===== config.mk =====
export PLATFORM = sky130hd
export DESIGN_NAME = button_press_hold_event_detector
export DESIGN_NICKNAME = d
export VERILOG_FILES = /design/src/rtl/bphed_pkg.sv /design/src/rtl/button_press_hold_event_detector.sv
export SDC_FILE = /design/constraint.sdc
export NUM_CORES = 1
export LEC_CHECK = 0
export BUFFER_PORTS_ARGS = -buffer_cell sky130_fd_sc_hd__buf_2
export CORE_MARGIN = 1
export CORE_UTILIZATION = 65
export CTS_BUF_LIST = sky130_fd_sc_hd__clkbuf_2 sky130_fd_sc_hd__clkbuf_4 sky130_fd_sc_hd__clkbuf_8
export DETAILED_ROUTE_END_ITERATION = 8
export GPL_ROUTABILITY_DRIVEN = 0
export HOLD_SLACK_MARGIN = 0.05
export PLACE_DENSITY = 0.9
export SETUP_SLACK_MARGIN = 0.02
export SKIP_LAST_GASP = 1
export SLEW_MARGIN = 20
export SYNTH_ARGS = -nofsm -noshare
export SYNTH_HDL_FRONTEND = slang
export SYNTH_SLANG_ARGS = --single-unit

===== constraint.sdc =====
create_clock -name clk -period 10.1 [get_ports clk]
set_input_delay 1.01 -clock clk [delete_from_list [all_inputs] [get_ports clk]]
set_output_delay 1.01 -clock clk [all_outputs]
set_load 0.02 [all_outputs]

===== src/rtl/bphed_pkg.sv =====
// ----------------------------------------------------------------------------
// Button press/hold event detector package
// Shared widths, register defaults, phase and lock-action types.
// ----------------------------------------------------------------------------
package bphed_pkg;

  localparam int KEY_COUNT_DEF = 2;
  localparam int TIME_W        = 32;
  localparam int CFG_W         = 16;
  localparam int CFG_ADDR_W    = 8;
  localparam int FLAG_COUNT    = 4;

  // Configuration register indexes
  localparam logic [CFG_ADDR_W-1:0] REG_POLL_TIME     = CFG_ADDR_W'(0);
  localparam logic [CFG_ADDR_W-1:0] REG_HOLD_TIME     = CFG_ADDR_W'(1);
  localparam logic [CFG_ADDR_W-1:0] REG_JITTER_TIME   = CFG_ADDR_W'(2);
  localparam logic [CFG_ADDR_W-1:0] REG_INACTIVE_TIME = CFG_ADDR_W'(3);

  // Register defaults in milliseconds
  localparam logic [CFG_W-1:0] POLL_TIME_RST     = CFG_W'(50);
  localparam logic [CFG_W-1:0] HOLD_TIME_RST     = CFG_W'(1000);
  localparam logic [CFG_W-1:0] JITTER_TIME_RST   = CFG_W'(50);
  localparam logic [CFG_W-1:0] INACTIVE_TIME_RST = CFG_W'(200);

  typedef enum logic [1:0] {
    PH_WAIT = 2'd0,
    PH_POLL = 2'd1,
    PH_LOCK = 2'd2,
    PH_IACT = 2'd3
  } phase_t;

  // Action taken in the lock phase
  typedef enum logic [2:0] {
    ACT_NONE,
    ACT_RETIME,
    ACT_HOLD,
    ACT_HOLD_RETIME,
    ACT_UP,
    ACT_HOLD_UP
  } lock_act_t;

  // Indexed by {hold_flag, hold passed, jitter passed, keys differ}
  localparam lock_act_t LOCK_TABLE [16] = '{
    ACT_RETIME,      ACT_NONE,        ACT_RETIME,      ACT_UP,
    ACT_HOLD,        ACT_HOLD_RETIME, ACT_HOLD_RETIME, ACT_HOLD_UP,
    ACT_RETIME,      ACT_HOLD_RETIME, ACT_RETIME,      ACT_HOLD_UP,
    ACT_RETIME,      ACT_NONE,        ACT_RETIME,      ACT_HOLD_UP
  };

endpackage


===== src/rtl/button_press_hold_event_detector.sv =====
// ----------------------------------------------------------------------------
// Button press/hold event detector
// Turns timestamped key polls into DOWN, HOLD, UP and HOLD-release events.
// ----------------------------------------------------------------------------
// Path: from input accept to result valid through the input register, then the
//   result register; the phase machine updates on the same edge as the result.
// Throughput: one item per cycle unless out_tready stalls; one 32-bit subtract
//   and compare per timer in the single combinational pass sets the cycle.
// Reset (rst_n low, synchronous): phase to wait, key and timestamp state to
//   zero, both stages empty, timing registers to their defaults.
module button_press_hold_event_detector
  import bphed_pkg::*;
#(
  parameter int KEY_COUNT = KEY_COUNT_DEF,
  localparam int IN_W  = ((TIME_W + KEY_COUNT + 7) / 8) * 8,
  localparam int OUT_W = ((FLAG_COUNT + KEY_COUNT + 7) / 8) * 8
) (
  input  logic                  clk,
  input  logic                  rst_n,
  // Item in: now_ms [31:0], key_levels [32 +: KEY_COUNT], zero padded
  input  logic                  in_tvalid,
  output logic                  in_tready,
  input  logic [IN_W-1:0]       in_tdata,
  // Result: down_event, hold_event, up_event, hold_up_event, event_keys
  output logic                  out_tvalid,
  input  logic                  out_tready,
  output logic [OUT_W-1:0]      out_tdata,
  // Configuration write
  input  logic                  cfg_valid,
  output logic                  cfg_ready,
  input  logic [CFG_ADDR_W-1:0] cfg_addr,
  input  logic [CFG_W-1:0]      cfg_data
);

  // Timing registers
  logic [CFG_W-1:0] poll_time_r, hold_time_r, jitter_time_r, inactive_time_r;

  // Input stage
  logic                 in_valid_r;
  logic [TIME_W-1:0]    now_r;
  logic [KEY_COUNT-1:0] levels_r;

  // Detector state
  phase_t               phase_r, phase_nxt;
  logic [KEY_COUNT-1:0] key_accum_r, key_accum_nxt;
  logic [KEY_COUNT-1:0] locked_keys_r, locked_keys_nxt;
  logic                 hold_flag_r, hold_flag_nxt;
  logic [TIME_W-1:0]    time_one_r, time_one_nxt;
  logic [TIME_W-1:0]    time_two_r, time_two_nxt;

  // Result stage
  logic                 out_valid_r;
  logic                 down_r, hold_r, up_r, hold_up_r;
  logic                 down_nxt, hold_nxt, up_nxt, hold_up_nxt;
  logic [KEY_COUNT-1:0] event_keys_r, event_keys_nxt;

  // Working values
  logic                 advance;
  logic [KEY_COUNT-1:0] accum;
  logic [TIME_W-1:0]    d1, d2;
  logic [3:0]           lock_code;
  lock_act_t            lock_act;

  // Process the held item when the result register is free or draining.
  assign advance   = in_valid_r && (!out_valid_r || out_tready);
  assign in_tready = !in_valid_r || advance;
  assign cfg_ready = 1'b1;

  assign out_tvalid = out_valid_r;
  assign out_tdata  = OUT_W'({event_keys_r, hold_up_r, up_r, hold_r, down_r});

  // Configuration writes; indexes past the list are dropped.
  always_ff @(posedge clk) begin
    if (!rst_n) begin
      poll_time_r     <= POLL_TIME_RST;
      hold_time_r     <= HOLD_TIME_RST;
      jitter_time_r   <= JITTER_TIME_RST;
      inactive_time_r <= INACTIVE_TIME_RST;
    end else if (cfg_valid && cfg_ready) begin
      case (cfg_addr)
        REG_POLL_TIME:     poll_time_r     <= cfg_data;
        REG_HOLD_TIME:     hold_time_r     <= cfg_data;
        REG_JITTER_TIME:   jitter_time_r   <= cfg_data;
        REG_INACTIVE_TIME: inactive_time_r <= cfg_data;
        default: ;
      endcase
    end
  end

  // Input register
  always_ff @(posedge clk) begin
    if (!rst_n) begin
      in_valid_r <= 1'b0;
    end else if (in_tready) begin
      in_valid_r <= in_tvalid;
    end
  end

  always_ff @(posedge clk) begin
    if (in_tvalid && in_tready) begin
      now_r    <= in_tdata[TIME_W-1:0];
      levels_r <= in_tdata[TIME_W +: KEY_COUNT];
    end
  end

  // Phase machine: next state and events for the held poll
  always_comb begin
    phase_nxt       = phase_r;
    key_accum_nxt   = key_accum_r;
    locked_keys_nxt = locked_keys_r;
    hold_flag_nxt   = hold_flag_r;
    time_one_nxt    = time_one_r;
    time_two_nxt    = time_two_r;
    down_nxt        = 1'b0;
    hold_nxt        = 1'b0;
    up_nxt          = 1'b0;
    hold_up_nxt     = 1'b0;
    event_keys_nxt  = '0;

    accum     = key_accum_r | levels_r;
    // Elapsed times wrap modulo 2^32
    d1        = now_r - time_one_r;
    d2        = now_r - time_two_r;
    lock_code = {hold_flag_r, d1 > TIME_W'(hold_time_r), d2 > TIME_W'(jitter_time_r),
                 locked_keys_r != accum};
    lock_act  = LOCK_TABLE[lock_code];

    case (phase_r)
      PH_WAIT: begin
        key_accum_nxt = accum;
        if (accum != '0) begin
          time_one_nxt = now_r;
          phase_nxt    = PH_POLL;
        end
      end
      PH_POLL: begin
        key_accum_nxt = accum;
        // Lock the accumulated keys once the poll window is over.
        if (d1 > TIME_W'(poll_time_r)) begin
          locked_keys_nxt = locked_keys_r | accum;
          key_accum_nxt   = '0;
          phase_nxt       = PH_LOCK;
          time_one_nxt    = now_r;
          time_two_nxt    = now_r;
          down_nxt        = 1'b1;
          event_keys_nxt  = locked_keys_r | accum;
        end
      end
      PH_LOCK: begin
        key_accum_nxt = '0;
        case (lock_act)
          ACT_RETIME: begin
            time_two_nxt = now_r;
          end
          ACT_HOLD, ACT_HOLD_RETIME: begin
            if (lock_act == ACT_HOLD_RETIME) begin
              time_two_nxt = now_r;
            end
            hold_flag_nxt  = 1'b1;
            hold_nxt       = 1'b1;
            event_keys_nxt = locked_keys_r;
          end
          ACT_UP, ACT_HOLD_UP: begin
            up_nxt         = (lock_act == ACT_UP);
            hold_up_nxt    = (lock_act == ACT_HOLD_UP);
            event_keys_nxt = locked_keys_r;
            phase_nxt      = PH_IACT;
            time_one_nxt   = now_r;
          end
          default: ;
        endcase
      end
      PH_IACT: begin
        // Lockout: drop all key state until the inactive time has gone by.
        key_accum_nxt   = '0;
        locked_keys_nxt = '0;
        hold_flag_nxt   = 1'b0;
        if (d1 > TIME_W'(inactive_time_r)) begin
          phase_nxt = PH_WAIT;
        end
      end
      default: ;
    endcase
  end

  always_ff @(posedge clk) begin
    if (!rst_n) begin
      phase_r       <= PH_WAIT;
      key_accum_r   <= '0;
      locked_keys_r <= '0;
      hold_flag_r   <= 1'b0;
      time_one_r    <= '0;
      time_two_r    <= '0;
    end else if (advance) begin
      phase_r       <= phase_nxt;
      key_accum_r   <= key_accum_nxt;
      locked_keys_r <= locked_keys_nxt;
      hold_flag_r   <= hold_flag_nxt;
      time_one_r    <= time_one_nxt;
      time_two_r    <= time_two_nxt;
    end
  end

  // Result register: load on advance, hold while stalled.
  always_ff @(posedge clk) begin
    if (!rst_n) begin
      out_valid_r <= 1'b0;
    end else if (advance) begin
      out_valid_r <= 1'b1;
    end else if (out_tready) begin
      out_valid_r <= 1'b0;
    end
  end

  always_ff @(posedge clk) begin
    if (advance) begin
      down_r       <= down_nxt;
      hold_r       <= hold_nxt;
      up_r         <= up_nxt;
      hold_up_r    <= hold_up_nxt;
      event_keys_r <= event_keys_nxt;
    end
  end

  // At most one event per result.
  a_one_event: assert property (@(posedge clk) disable iff (!rst_n)
    out_valid_r |-> $onehot0({down_r, hold_r, up_r, hold_up_r}))
    else $error("more than one event in a result");

  // Key mask travels only with an event.
  a_keys_need_event: assert property (@(posedge clk) disable iff (!rst_n)
    (out_valid_r && !(down_r || hold_r || up_r || hold_up_r)) |-> (event_keys_r == '0))
    else $error("event keys set without an event");

  // Before a lock there is no locked set and no hold.
  a_idle_clean: assert property (@(posedge clk) disable iff (!rst_n)
    (phase_r == PH_WAIT || phase_r == PH_POLL) |-> (locked_keys_r == '0 && !hold_flag_r))
    else $error("locked state left over outside lock");

  // A DOWN result is produced together with entry into lock.
  a_down_locks: assert property (@(posedge clk) disable iff (!rst_n)
    advance && down_nxt |=> (phase_r == PH_LOCK && down_r))
    else $error("down event without lock entry");

endmodule


==> metrics.md <==
| Metric | Value |
|---|---|
| Post-synth EDFFs | `40` |
| Area leader, netlist | `dfxtp_1` |
| Clock buffer count from CTS | `17` |
| Die ar. | `20,700 µm²` |
| Unrepaired setup endpoints after global routing | `false` |
| Synthesized netlist cell count | `1,586` |
| Vias in the first global route | `10.9k` |
| Core Region | `19,600 µm²` |
| Top FF cell, synth | `dfxtp_1` |
| Max Root-Sink Buffers | `2` |
| F_max | `166 MHz` |
| First-pass GRT wire length | `51,600 µm` |
| Final Skew | `14.4 ps` |
| Cell variety after synth | `81` |
| CTS Hold Bufs | `0` |
| Die Wd | `144 µm` |
| Sum Neg Setup Slack | `0 ps` |
| Vias | `11.8k` |
| ANT cells | `0` |
| Final nets | `1,798` |
| 1st-iter DRT viols | `1,327` |
| Site Rows | `51` |
| Clock slew at reported path FFs | `90 ps` |
| Post-DP HPWL | `23,700 µm` |
| Final period util | `59.7%` |
| Post-CTS Setup Inserts | `0` |
| Register area | `3940 µm²` |
| Fill cells | `1,514` |
| Max-slew violations | `0` |
| IO Pins | `80` |
| Max Fanout on Critical Path | `64` |
| Least-Margin Pin Slew | `1100 ps` |
| Post_cts resized | `0` |
| Worst EP arrival | `6420 ps` |
| Pwr Density | `129 nW/µm²` |
| WL final | `31,900 µm` |
| Synth top area cells | `dfxtp_1 21%, ha_1 13%, edfxtp_1 9.2%` |
| Util after Layout | `70.4%` |
| Avg WL per Cell | `17.1 µm` |
| GRT overflow | `0` |
| CP startpoint kind | `flop` |
| Final Hold Viols | `0` |
| IO buf count | `70` |
| Share of the synthesized area in the top cell type | `21.0%` |
| CP Capture Type | `flop` |
| H-Tree Depth | `4` |
| Sequential fraction of the synthesis area | `30.1%` |
| Synth Cell Area | `13,100 µm²` |
| Max-cap check violation count | `0` |
| Via-to-Cell Ratio | `6.28` |
| CP required | `10,490 ps` |
| Clock sinks | `177` |
| Endpoints failing setup | `0` |
| Worst-skew pair later-pin latency | `500 ps` |
| Drt pass-1 iters | `7` |
| Commonest non-fill, non-tap cell in the layout | `nand2_1` |
| Slew margin rel. | `26.5%` |
| Root Buffer | `clkbuf_8` |
| Leak | `5.20 nW` |
| Syn avg cell area | `8.25 µm²` |
| Register bit total from synthesis | `177` |
| TritonCTS clock tree | `yes` |
| Layout cells sized above 1 | `9.46%` |
| Post-DRT Antenna Nets | `0` |
| Starting Density | `66.8%` |
| Fin cells | `1,872` |
| Hold WC Path Type | `flop to flop` |
| Fraction of registers with async set/reset | `0%` |
| Final min period | `6030 ps` |
| Worst IR Drop VDD | `0.000122 V` |
| Layout overhead on the synthesized area | `5.38%` |
| Most frequent cells in the layout | `218 x nand2_1, 146 x inv_1, 137 x dfxtp_1` |
| Total Routing Usage GR | `31.6%` |
| Placed cells | `1,840` |
| Synthesis Warnings | `0` |
| Status | `complete, no violations` |
| Antenna violations before repair | `0` |
| PnR Total Power | `1.78 mW` |
| Largest net degree at the start of global routing | `98` |
| Final hold slack | `464 ps` |
| Detailed-route DRC error count | `0` |
| Multi-input logic area | `8200 µm²` |
| Die height | `144 µm` |
| Worst Setup Path Type | `flop to flop` |
cell type report:
type / instances / share of cell area, %
Clock buffer: 20 / 1.95
Clock inverter: 12 / 0.880
Inverter: 146 / 3.97
Multi-Input combinational cell: 1178 / 59.4
Sequential cell: 177 / 28.6
Tap cell: 265 / 2.40
Timing Repair Buffer: 74 / 2.78
worst paths after layout:
check / from / endpoint / slack [ps] / cells past startpoint
max: now_r[0] / time_two_r[0] / 4070 / 21
min: time_one_r[30] / time_one_r[30] / 460 / 2
max reg2reg: now_r[0] / time_two_r[0] / 4070 / 21
min reg2reg: time_one_r[30] / time_one_r[30] / 460 / 2
per-layer routing:
layer | share of wire, % | vias to the layer above | track usage, %
met5 | 0 | - | 0
met4 | 4.5 | 0 | 15.4
met3 | 6.9 | 131 | 5.90
met2 | 47 | 490 | 53.6
met1 | 42 | 5477 | 38.3
li1 | - | 5657 | -
registers in the layout, summed over array words and instances (netlist names), 2 cells and up:
signal	count
poll_time_r	16
time_one_r	32
key_accum_r	2
inactive_time_r	16
event_keys_r	2
phase_r	2
locked_keys_r	2
now_r	32
levels_r	2
hold_time_r	16
jitter_time_r	16
time_two_r	32
cells in the mapped netlist, types with 4 or more instances:
cell type  instances
a211o_1            6
a211oi_1           9
a21boi_0          40
a21boi_1          32
a21o_1            61
a21oi_1           87
a311oi_1           4
a31oi_1           17
and2_1             8
and3_1            10
and4_1             5
buf_1              4
buf_2              7
buf_4             12
buf_6              6
clkbuf_1          57
dfxtp_1          137
edfxtp_1          40
ha_1             133
inv_1            146
mux2i_1           56
nand2_1          218
nand2b_1          10
nand3_1           30
nand3_2           20
nand4_1           40
nor2_1            64
nor2b_1           30
nor3_1            20
nor3b_1            6
nor4_1            10
nor4b_1            4
o2111ai_1          9
o211ai_1          28
o21a_1            35
o21ai_0           57
o21bai_1           4
or2_2              7
or3_1             13
xnor2_1           24
xor2_1            15
critical path, cell delays in order, from the launching register on:
cell and delay [ps]:
edfxtp_1 400, inv_1 80, ha_1 230, fa_1 410, nand2b_1 180, a21oi_1 300, nor2_1 140, o21ai_0 320
a31oi_1 170, xnor2_1 150, ha_1 300, nand4_1 120, nor4_1 300, a31oi_1 110, or4_1 530, nor4b_2 450
a31oi_1 260, a31o_1 300, o31ai_4 160, buf_4 600, a21boi_1 150, o21a_1 200
power by group:
group          switching, mW  total [mW]  internal [mW]
combinational          0.314       0.516          0.202
sequential            0.0206       0.767          0.746
clock                  0.284       0.501          0.217
cells by family after synthesis:
group           share of synthesized area, %
simple gates                            19.6
compound gates                          22.8
buf+inv                                 7.41
flops                                   30.1
fa+ha+maj                               13.0
mux                                     4.37
xor+xnor                                2.61
other cells                           0.0574
per-stage QoR:
step           cell area (µm²)  setup WS, ps
5_1_grt                  13800          3710
3_5_place_dp             13400          4170
3_3_place_gp             13400          4270
4_1_cts                  13800          4130
2_1_floorplan            13100          5330
6_report                 13800          4070
No activity file was read; power rests on OpenSTA's default activity.
